$ cat config.mk
export PLATFORM = sky130hd
export DESIGN_NAME = bmmd_decode
export DESIGN_NICKNAME = d
export VERILOG_FILES = /design/src/bmmd_pkg.sv /design/src/bmmd_decode.sv
export SDC_FILE = /design/constraint.sdc
export NUM_CORES = 1
export LEC_CHECK = 0
export BUFFER_PORTS_ARGS = -buffer_cell sky130_fd_sc_hd__buf_2
export CAP_MARGIN = 10
export CORE_AREA = 4 4 41 43
export DETAILED_ROUTE_END_ITERATION = 16
export DIE_AREA = 0 0 45 47
export GPL_TIMING_DRIVEN = 0
export PLACE_DENSITY = 0.78
export SLEW_MARGIN = 20
export SYNTH_ARGS = -nofsm -noshare
export SYNTH_HDL_FRONTEND = slang
export SYNTH_SLANG_ARGS = --single-unit
$ cat constraint.sdc
create_clock -name vclk -period 1.25
set_clock_uncertainty 0.1 [all_clocks]
set_input_delay 0.125 -clock vclk [all_inputs]
set_output_delay 0.125 -clock vclk [all_outputs]
set_load 0.02 [all_outputs]
$ cat src/bmmd_pkg.sv
// ----------------------------------------------------------------------------
// Banked memory map decoder package
// Shared types and constants for the decoder and its top level.
// ----------------------------------------------------------------------------
package bmmd_pkg;

  localparam int unsigned RAM_DEPTH_DEF   = 65536;
  localparam int unsigned COLOR_DEPTH_DEF = 1024;

  localparam logic [1:0] MODE_READ  = 2'd0;
  localparam logic [1:0] MODE_WRITE = 2'd1;
  localparam logic [1:0] MODE_LOAD  = 2'd2;

  localparam int unsigned BANK_LORAM  = 0;
  localparam int unsigned BANK_HIRAM  = 1;
  localparam int unsigned BANK_CHAREN = 2;

  localparam logic [7:0] BANK_RESET  = 8'h3F;
  localparam logic [7:0] RAM_BYTE0   = 8'h00;
  localparam logic [7:0] MEM_FILL    = 8'hFF;
  localparam logic [15:0] COLOR_BASE = 16'hD800;

  typedef enum logic [3:0] {
    TGT_RAM     = 4'd0,
    TGT_BASIC   = 4'd1,
    TGT_CHAR    = 4'd2,
    TGT_KERNAL  = 4'd3,
    TGT_COLOR   = 4'd4,
    TGT_VIDEO   = 4'd5,
    TGT_SOUND   = 4'd6,
    TGT_CIA1    = 4'd7,
    TGT_CIA2    = 4'd8,
    TGT_IO1     = 4'd9,
    TGT_IO2     = 4'd10,
    TGT_ROMLOAD = 4'd11
  } tgt_t;

  typedef enum logic [1:0] {
    RSEL_ZERO  = 2'd0,
    RSEL_RAM   = 2'd1,
    RSEL_ROM   = 2'd2,
    RSEL_COLOR = 2'd3
  } rsel_t;

  typedef struct packed {
    tgt_t        target;
    rsel_t       rsel;
    logic [11:0] io_offset;
    logic        dev_wr;
    logic        ram_we;
    logic        rom_we;
    logic        col_we;
  } dec_t;

endpackage

$ cat src/bmmd_decode.sv
// ----------------------------------------------------------------------------
// Banked memory map decoder: address decode
// Steers one bus access by the banking bits to a store or an I/O device.
// ----------------------------------------------------------------------------
module bmmd_decode
  import bmmd_pkg::*;
(
  input  logic [1:0]  mode,
  input  logic [15:0] address,
  input  logic [7:0]  bank,
  output dec_t        dec
);

  logic in_basic;
  logic in_io;
  logic in_kernal;
  logic lo;
  logic hi;
  logic ch;
  tgt_t io_tgt;

  assign lo        = bank[BANK_LORAM];
  assign hi        = bank[BANK_HIRAM];
  assign ch        = bank[BANK_CHAREN];
  assign in_basic  = (address[15:13] == 3'b101);
  assign in_io     = (address[15:12] == 4'hD);
  assign in_kernal = (address[15:13] == 3'b111);

  always_comb begin
    if (address[11:8] == 4'hF) begin
      io_tgt = TGT_IO2;
    end else if (address[11:8] == 4'hE) begin
      io_tgt = TGT_IO1;
    end else if (address[11:8] == 4'hD) begin
      io_tgt = TGT_CIA2;
    end else if (address[11:8] == 4'hC) begin
      io_tgt = TGT_CIA1;
    end else if (address[11]) begin
      io_tgt = TGT_COLOR;
    end else if (address[10]) begin
      io_tgt = TGT_SOUND;
    end else begin
      io_tgt = TGT_VIDEO;
    end
  end

  always_comb begin
    dec = '0;
    dec.target = TGT_RAM;
    dec.rsel   = RSEL_ZERO;
    case (mode)
      MODE_READ: begin
        if (in_basic && lo && hi) begin
          dec.target = TGT_BASIC;
          dec.rsel   = RSEL_ROM;
        end else if (in_io && (lo || hi)) begin
          if (ch) begin
            dec.target = io_tgt;
            if (io_tgt == TGT_COLOR) begin
              dec.rsel = RSEL_COLOR;
            end else begin
              dec.io_offset = address[11:0];
            end
          end else begin
            dec.target = TGT_CHAR;
            dec.rsel   = RSEL_ROM;
          end
        end else if (in_kernal && hi) begin
          dec.target = TGT_KERNAL;
          dec.rsel   = RSEL_ROM;
        end else begin
          dec.rsel = RSEL_RAM;
        end
      end
      MODE_WRITE: begin
        if (in_io && (lo || hi) && ch) begin
          dec.target = io_tgt;
          if (io_tgt == TGT_COLOR) begin
            dec.col_we = 1'b1;
          end else begin
            dec.io_offset = address[11:0];
            dec.dev_wr    = (io_tgt != TGT_IO1) && (io_tgt != TGT_IO2);
          end
        end else begin
          dec.ram_we = 1'b1;
        end
      end
      MODE_LOAD: begin
        dec.target = TGT_ROMLOAD;
        dec.rom_we = 1'b1;
      end
      default: begin
        dec = '0;
      end
    endcase
  end

endmodule

==> results of run 1 <==
[layer usage]
metal	global-route usage, %	vias to the layer above
li1	-	289
met1	16.9	259
met2	34.7	19
met3	1.53	4
met4	4.09	0
met5	0	-
[report_power, final]
part	switching [mW]	internal, mW	total, mW
Clock	0	0	0
Sequential	0	0	0
Combinational	0.0892	0.0811	0.170
[cell families (layout without fill, tap and decap cells)]
| group | after synthesis | in the layout | share of synthesized area, % |
|---|---|---|---|
| AND/OR/NAND/NOR | 39 | 40 | 71.2 |
| AO/OA/AOI/OAI | 12 | 12 | 25.2 |
| XOR/XNOR | 1 | 1 | 2.56 |
| buffers and inverters | 1 | 49 | 1.09 |
[Yosys cell counts]
cell       n
a21oi_1    3
a221oi_2   1
and2_1    11
and2b_1    2
and4b_2    1
inv_1      1
nand2_1    3
nand2b_1   1
nand3_1    1
nand3b_4   1
nor2_1    10
nor2_4     1
nor2b_1    2
nor3_1     2
nor3b_1    3
nor4_2     1
o211a_1    1
o211ai_1   1
o21a_1     2
o21ai_0    1
o21ai_1    1
o21bai_1   1
o22ai_1    1
xor2_1     1
[cells in the final DEF, fill, tap and decap left out]
cell type  synthesis  layout
a21oi_1            3       2
a21oi_2            0       1
a221oi_2           1       1
and2_1            11       2
and2_4             0       9
and2b_1            2       1
and2b_2            0       1
and4b_2            1       1
buf_2              0      25
buf_4              0      14
buf_6              0       8
buf_8              0       1
inv_1              1       1
nand2_1            3       3
nand2b_1           1       1
nand3_1            1       1
nand3b_4           1       1
nor2_1            10      10
nor2_4             1       2
nor2b_1            2       2
nor3_2             0       2
nor3b_1            3       1
nor3b_2            0       2
nor4_4             0       1
o211a_1            1       1
o211ai_1           1       1
o21a_1             2       2
o21ai_0            1       1
o21ai_1            1       1
o21bai_1           1       1
o22ai_2            0       1
xor2_1             1       1
[worst max-delay path by stage]
stage	slack [ns]	depth (start not counted)	to
2_1_floorplan	0.01	3	dec[19]
3_3_place_gp	-0.22	6	dec[16]
3_5_place_dp	-0.22	6	dec[16]
4_1_cts	-0.12	5	dec[19]
5_1_grt	-0.20	5	dec[19]
6_report	-0.14	5	dec[19]
[stage by stage]
stage	worst slack (ns)	util [%]	setup TNS (ns)
6_report	-0.139	59.2	-1.84
5_1_grt	-0.196	59.2	-3.19
4_1_cts	-0.117	57.2	-1.51
3_5_place_dp	-0.224	45.8	-2.55
3_3_place_gp	-0.220	45.8	-2.20
2_1_floorplan	0.00995	-	0
[final cells by class]
class | count | area, µm² | share of cell area [%]
inverter | 1 | 3.75 | 0.487
multi-input combinational | 53 | 413 | 53.6
timing repair buffer | 48 | 335 | 43.5
tap | 15 | 18.8 | 2.44
[repair_timing]
action / in CTS / in global routing
endpoints found under the setup margin: 17 / 20
buffers inserted: 4 / 1
resized for setup: 38 / 5
gates cloned: 1 / 0
pin swaps: 11 / 6
[critical path: stages]
cell,delay (ns)
buf_8,0.10
and4b_2,0.32
nand3b_4,0.15
a221oi_2,0.29
buf_4,0.18
==> flow_summary_export.csv, run 1 <==
group,metric,value,unit
detailed_routing,dr_wl_met3,89,µm
floorplanning,die_y,47,µm
min_path,hp-class,"in -> out",
sta,clock.fmax,0.720,GHz
sta,holdWs,0.455,ns
global_route,antenna_found_initial,0,
final_layout,stdcell_count,117,
floorplanning,dieArea,0.00212,mm²
floorplanning,rows,13,
global_route,grt_max_degree,8,
sta,report.final.slew_viol_count,0,
detailed_routing,drt-met1-wl,571,µm
yosys,netlist_area,343,µm²
place,placed_cell_area,596,µm²
place,portBuffers,43,
place,dpl.hpwl,1180,µm
floorplanning,start_util,26.3,%
critical_path,crit_arrival,1.16,ns
pwr,powerDensity,221,mW/mm²
run_status,violations,"setup timing",
critical_path,cp-start-kind,"primary input",
min_path,hp-start,"address[7]",
sta,setup_viol,20,
global_route,grt.total_usage,16.4,%
min_path,worst_hold_path.endpoint,"dec[11]",
final_layout,nets,130,
critical_path,crit_type,"in -> out",
sta,worst_slack,-0.139,ns
critical_path,end_kind,"primary output",
pwr,finalPower,0.170,mW
detailed_routing,drt_iter0_drc,6,
yosys,synth.top_cell.area_share,20.1,%
floorplanning,die_w,45,µm
sta,min_period,1.39,ns
sta,hold_viol,0,
global_route,grt-ovfl-total,0,
detailed_routing,drtPass1Iterations,3,
sta,rsz0062_at_grt,"true",
run_status,status,"finished, violations left",
cts,ctsHoldBuffers,0,
min_path,min_path_cells,3,
place,place_congestion,0.786,
sta,finalCritPeriodShare,111,%
detailed_routing,drt_wl_total,1590,µm
detailed_routing,met2_length,876,µm
final_layout,area_delta_synth_final,125,%
detailed_routing,avgRoutedWirePerCell,13.6,µm
critical_path,path_max_fanout,7,
detailed_routing,drc,0,
job,maxCapViolations,0,
yosys,yosysSeqAreaShare,0,%
sta,worst_pin_slew,0.314,ns
yosys,synth_area_leaders,"and2_1 (20%), nor2_1 (11%), nor3b_1 (6.6%)",
final_layout,drive_above_1_share,68.6,%
global_route,grt_pass1_wl,2620,µm
yosys,synthCells,53,
floorplanning,ioPinCount,48,
yosys,synth.avg_cell_area,6.47,µm²
detailed_routing,ant_nets,0,
critical_path,cp.required,1.02,ns
global_route,grt_pass1_vias,599,
final_layout,nClkBuffers,0,
detailed_routing,highest-signal-layer,"met4",
floorplanning,core_area,0.00130,mm²
final_layout,seq_area,0,µm²
critical_path,startpoint,"address[13]",
final_layout,seq_cell_count,0,
sta,slew_headroom,79.0,%
detailed_routing,vias_per_cell,4.88,
yosys,yosys.area.top_type,"and2_1",
yosys,ys_types,24,
pwr,irDropWorstVdd,0.131,mV
pwr,p_leak,0.406,nW
final_layout,fillCellCount,119,
yosys,syn_nets,79,
final_layout,final_cell_area,771,µm²
yosys,yosysWarningCount,0,
detailed_routing,vias,571,
final_layout,antennaDiodeCount,0,
place,post-place-cells,111,
Power figures use the tool's default switching activity.
==> run 2, diff against run 1 <==
--- a/config.mk
+++ b/config.mk
@@ -11,7 +11,9 @@
 export DETAILED_ROUTE_END_ITERATION = 16
 export DIE_AREA = 0 0 45 47
 export GPL_TIMING_DRIVEN = 0
+export MAX_ROUTING_LAYER = met4
 export PLACE_DENSITY = 0.78
+export SETUP_SLACK_MARGIN = 0.05
 export SLEW_MARGIN = 20
 export SYNTH_ARGS = -nofsm -noshare
 export SYNTH_HDL_FRONTEND = slang
==> run 2 against run 1 <==
The run still ends with setup timing left. Flip-flop and latch count unchanged. Design area increased by 12%. Die area unchanged. Fmax decreased by 0.20%. Non-clock buffer count increased by 2. Combinational power increased by 20%. Power increased by 20%. Sequential share of layout area unchanged. Global-route usage increased by 1.5 points. Via count increased by 1.6%. Worst setup slack got worse by 0.0028 ns. Wire length increased by 19%. Largest power group unchanged. Highest routed layer unchanged.
==> flow_summary_export.csv, run 2 (synthesis gave the netlist of run 1 again) <==
group,metric,value,unit
sta,setup_viol,20,
job,maxCapViolations,0,
critical_path,crit_path_top_delay_cell,"and4b_2",
final_layout,post-route-util,66.3,%
detailed_routing,vias_per_cell,4.87,
run_status,violations,"setup timing",
global_route,grt-ovfl-total,0,
final_layout,drive_above_1_share,75.0,%
run_status,status,"finished, violations left",
place,place_congestion,0.807,
sta,slew_headroom,83.9,%
sta,finalCritPeriodShare,111,%
detailed_routing,drt_iter0_drc,10,
critical_path,cp.buffers_inverters,2,
pwr,powerDensity,236,mW/mm²
final_layout,antennaDiodeCount,0,
critical_path,crit_type,"in -> out",
sta,rsz0062_at_grt,"true",
pwr,irDropWorstVdd,0.149,mV
final_layout,nClkBuffers,0,
global_route,grt_pass1_wl,2700,µm
sta,report.final.slew_viol_count,0,
global_route,grt.total_usage,18.0,%
critical_path,cp.required,1.02,ns
floorplanning,die_w,45,µm
critical_path,critPathMaxStageDelay,0.32,ns
final_layout,mostFrequentLayoutCell,"buf_2",
floorplanning,start_util,26.3,%
final_layout,seq_area,0,µm²
pwr,p_leak,0.442,nW
detailed_routing,ant_nets,0,
detailed_routing,vias,580,
critical_path,path_max_fanout,7,
detailed_routing,drc,0,
global_route,antenna_found_initial,0,
place,dpl.hpwl,1150,µm
detailed_routing,drtPass1Iterations,3,
final_layout,area_delta_synth_final,151,%
floorplanning,core_area,0.00130,mm²
pwr,finalPower,0.204,mW
sta,worst_pin_slew,0.240,ns
critical_path,cp-start-kind,"primary input",
place,portBuffers,43,
floorplanning,rows,13,
sta,holdWs,0.456,ns
floorplanning,ioPinCount,48,
sta,clock.fmax,0.718,GHz
critical_path,path_cells,"buf_8 -> and4b_2 -> nand3b_4 -> nor2_4 -> and2_4 -> buf_6",
detailed_routing,avgRoutedWirePerCell,15.8,µm
floorplanning,die_y,47,µm
global_route,grt_max_degree,8,
place,dp_slack,-0.241,ns
critical_path,cp_top_family,"simple AND/OR/NAND/NOR gates",
sta,min_period,1.39,ns
sta,hold_viol,0,
global_route,grt_pass1_vias,542,
final_layout,nets,132,
sta,worst_slack,-0.142,ns
critical_path,crit_arrival,1.17,ns
critical_path,end_kind,"primary output",
final_layout,layout_common_cells,"buf_2 (22), buf_4 (15), buf_6 (11)",
min_path,hp-class,"in -> out",
detailed_routing,drt_wl_total,1880,µm
floorplanning,dieArea,0.00212,mm²
final_layout,seq_cell_count,0,
run 2: where the power goes:
group	total [mW]	switching [mW]	internal, mW
clock network	0	0	0
registers	0	0	0
logic	0.204	0.104	0.0995
total	0.204	0.104	0.0995
run 2: worst min-delay path, cell delays in order:
cell and delay, ns:
buf_2 0.07, and2_4 0.13, buf_6 0.10
run 2: through the flow:
step                      setup TNS [ns]  instance area (µm²)  std cells
after floorplan                        0                  373         53
after global placement             -2.47                  607        111
after detailed placement           -2.63                  607        111
after CTS                          -1.47                  774        115
after global routing               -2.87                  862        119
final                              -2.01                  862        119
run 2: path summary, 6_finish.rpt:
path   startpoint     end  cells past startpoint
max   address[13]  dec[7]                      6
min    address[2]  dec[6]                      3
run 2: layout make-up:
class,count,area [µm²]
fillers,107,439
inverters,1,3.75
well taps,15,18.8
repair buffers,50,382
multi-input cells,53,458
run 2: metal layers:
metal	up-vias	routed length, µm	GRT usage [%]	share of wire, %
li1	293	-	-	-
met1	262	659	19.6	35
met2	21	1090	35.6	58
met3	4	88	0	4.7
met4	0	42	4.68	2.2
met5	-	0	-	0
run 2: timing repair:
item / 4_1_cts / 5_1_grt
setup buffers: 3 / 4
cloned: 1 / 0
setup endpoints to repair: 20 / 21
pin swaps: 13 / 3
endpoints found under the hold margin: 0 / 0
hold buffers: 0 / 0
resized for setup: 44 / 13
==> run 3, diff against run 2 <==
==> constraint.sdc (replaced) <==
create_clock -name vclk -period 1.7
set_clock_uncertainty 0.1 [all_clocks]
set_input_delay 0.17 -clock vclk [all_inputs]
set_output_delay 0.17 -clock vclk [all_outputs]
set_load 0.02 [all_outputs]
==> run 3 against run 2 <==
The run now ends clean. Largest power group unchanged. Global-route usage is 5.0 points lower. Count of clock-buffer cells in the layout unchanged. Wire length fell by 30%. Core utilization down 22 points. Sequential share of layout area stayed put. Power is 50% lower. Non-clock buffer count shrank 7. First-iteration DRC count grew 60%.
==> flow_summary_export.csv, run 3 (synthesis gave the netlist of run 1 again) <==
group,metric,value,unit
detailed_routing,avgRoutedWirePerCell,11.8,µm
critical_path,crit_arrival,1.29,ns
final_layout,post-route-util,44.5,%
critical_path,end_kind,"primary output",
pwr,irDropWorstVdd,0.102,mV
place,place_congestion,0.804,
global_route,grt.total_usage,13.0,%
detailed_routing,vias_per_cell,4.70,
detailed_routing,drt_iter0_drc,16,
run_status,status,"finished clean",
global_route,grt-ovfl-total,0,
sta,hold_viol,0,
final_layout,antennaDiodeCount,0,
sta,holdWs,0.559,ns
pwr,combPwrFrac,100.0,%
global_route,grt_pass1_vias,464,
final_layout,seq_cell_count,0,
detailed_routing,drtPass1Iterations,4,
min_path,hp-class,"in -> out",
pwr,switchingPower,0.0566,mW
floorplanning,die_y,47,µm
critical_path,path_max_fanout,10,
final_layout,drive_above_1_share,50.0,%
sta,slew_headroom,73.3,%
sta,setup_viol,0,
sta,min_period,1.56,ns
floorplanning,ioPinCount,48,
critical_path,crit_type,"in -> out",
sta,tns,0,ns
global_route,grt_pass1_wl,2060,µm
place,post-place-cells,111,
global_route,grt_max_degree,11,
sta,report.final.slew_viol_count,0,
final_layout,final_cell_area,579,µm²
pwr,internal_power,0.0454,mW
floorplanning,core_area,0.00130,mm²
final_layout,layout_common_cells,"buf_2 (42), and2_1 (11), nor2_1 (10)",
sta,finalCritPeriodShare,91.5,%
pwr,p_sw_share,55.5,%
place,portBuffers,43,
detailed_routing,drt_wl_total,1310,µm
floorplanning,die_w,45,µm
final_layout,stdcell_count,111,
global_route,antenna_found_initial,0,
cts,ctsHoldBuffers,0,
place,placed_cell_area,577,µm²
detailed_routing,drc,0,
job,maxCapViolations,0,
pwr,p_leak,0.352,nW
final_layout,nets,124,
critical_path,cp.required,1.43,ns
critical_path,cp-start-kind,"primary input",
detailed_routing,ant_nets,0,
place,dpl.hpwl,1150,µm
floorplanning,rows,13,
pwr,clkPwrFrac,0,%
final_layout,area_delta_synth_final,69.0,%
floorplanning,dieArea,0.00212,mm²
pwr,p_seq_share,0,%
final_layout,nClkBuffers,0,
sta,rsz0062_at_grt,"false",
pwr,powerDensity,176,mW/mm²
final_layout,mostFrequentLayoutCell,"buf_2",
floorplanning,start_util,26.3,%
sta,clock.fmax,0.643,GHz
final_layout,seq_area,0,µm²
sta,worst_pin_slew,0.399,ns
detailed_routing,vias,522,
## run 3: changes by cell type in the layout (fill, tap and decap cells not counted), moves of 2 or more
cell / delta
and2_4: -8
nor3b_2: -2
and2_1: +8
nor2_2: -2
nor2_1: +2
buf_6: -11
buf_4: -14
nor3_1: +2
buf_2: +20
nor3_2: -2
nor3b_1: +3
## run 3: critical path: stages
cell      delay (ns)
buf_2           0.12
and4b_2         0.33
nand3b_4        0.15
nor2_4          0.20
and2_1          0.15
buf_2           0.16
## run 3: final cells by class
type                            count  area [µm²]
Fill cell                         142         722
Multi-Input combinational cell     52         339
Timing Repair Buffer               43         218
Inverter                            1        3.75
Tap cell                           15        18.8
## run 3: through the flow
stage / setup WS, ns / power (mW)
global route: 0.0526 / 0.113
global placement: 0.177 / 0.0981
floorplan: 0.280 / 0.0510
finish: 0.144 / 0.102
detailed placement: 0.136 / 0.100
CTS: 0.138 / 0.101
## run 3: worst paths after layout
path,start,endpoint,depth (start not counted)
hold / removal,address[7],dec[11],3
setup / recovery,address[13],dec[9],6
## run 3: power groups by stage
stage	logic, mW	clock network, mW	registers [mW]
finish	0.102	0	0
global route	0.113	0	0
CTS	0.101	0	0
detailed placement	0.100	0	0
global placement	0.0981	0	0
floorplan	0.0510	0	0
## run 3: layer usage
layer  share of wire (%)  GRT usage (%)  vias to the layer above  wire, µm
met5                   0              -                        -         0
met4                 1.6           1.75                        0        21
met3                 5.2              0                        2        68
met2                  52           25.1                       15       677
met1                  41           15.3                      228       544
li1                    -              -                      277         -
## run 3: timing repair
| item | 4_1_cts | 5_1_grt |
|---|---|---|
| buffers inserted | 0 | 0 |
| resized for setup | 0 | 1 |
| setup endpoints to repair | 0 | 1 |
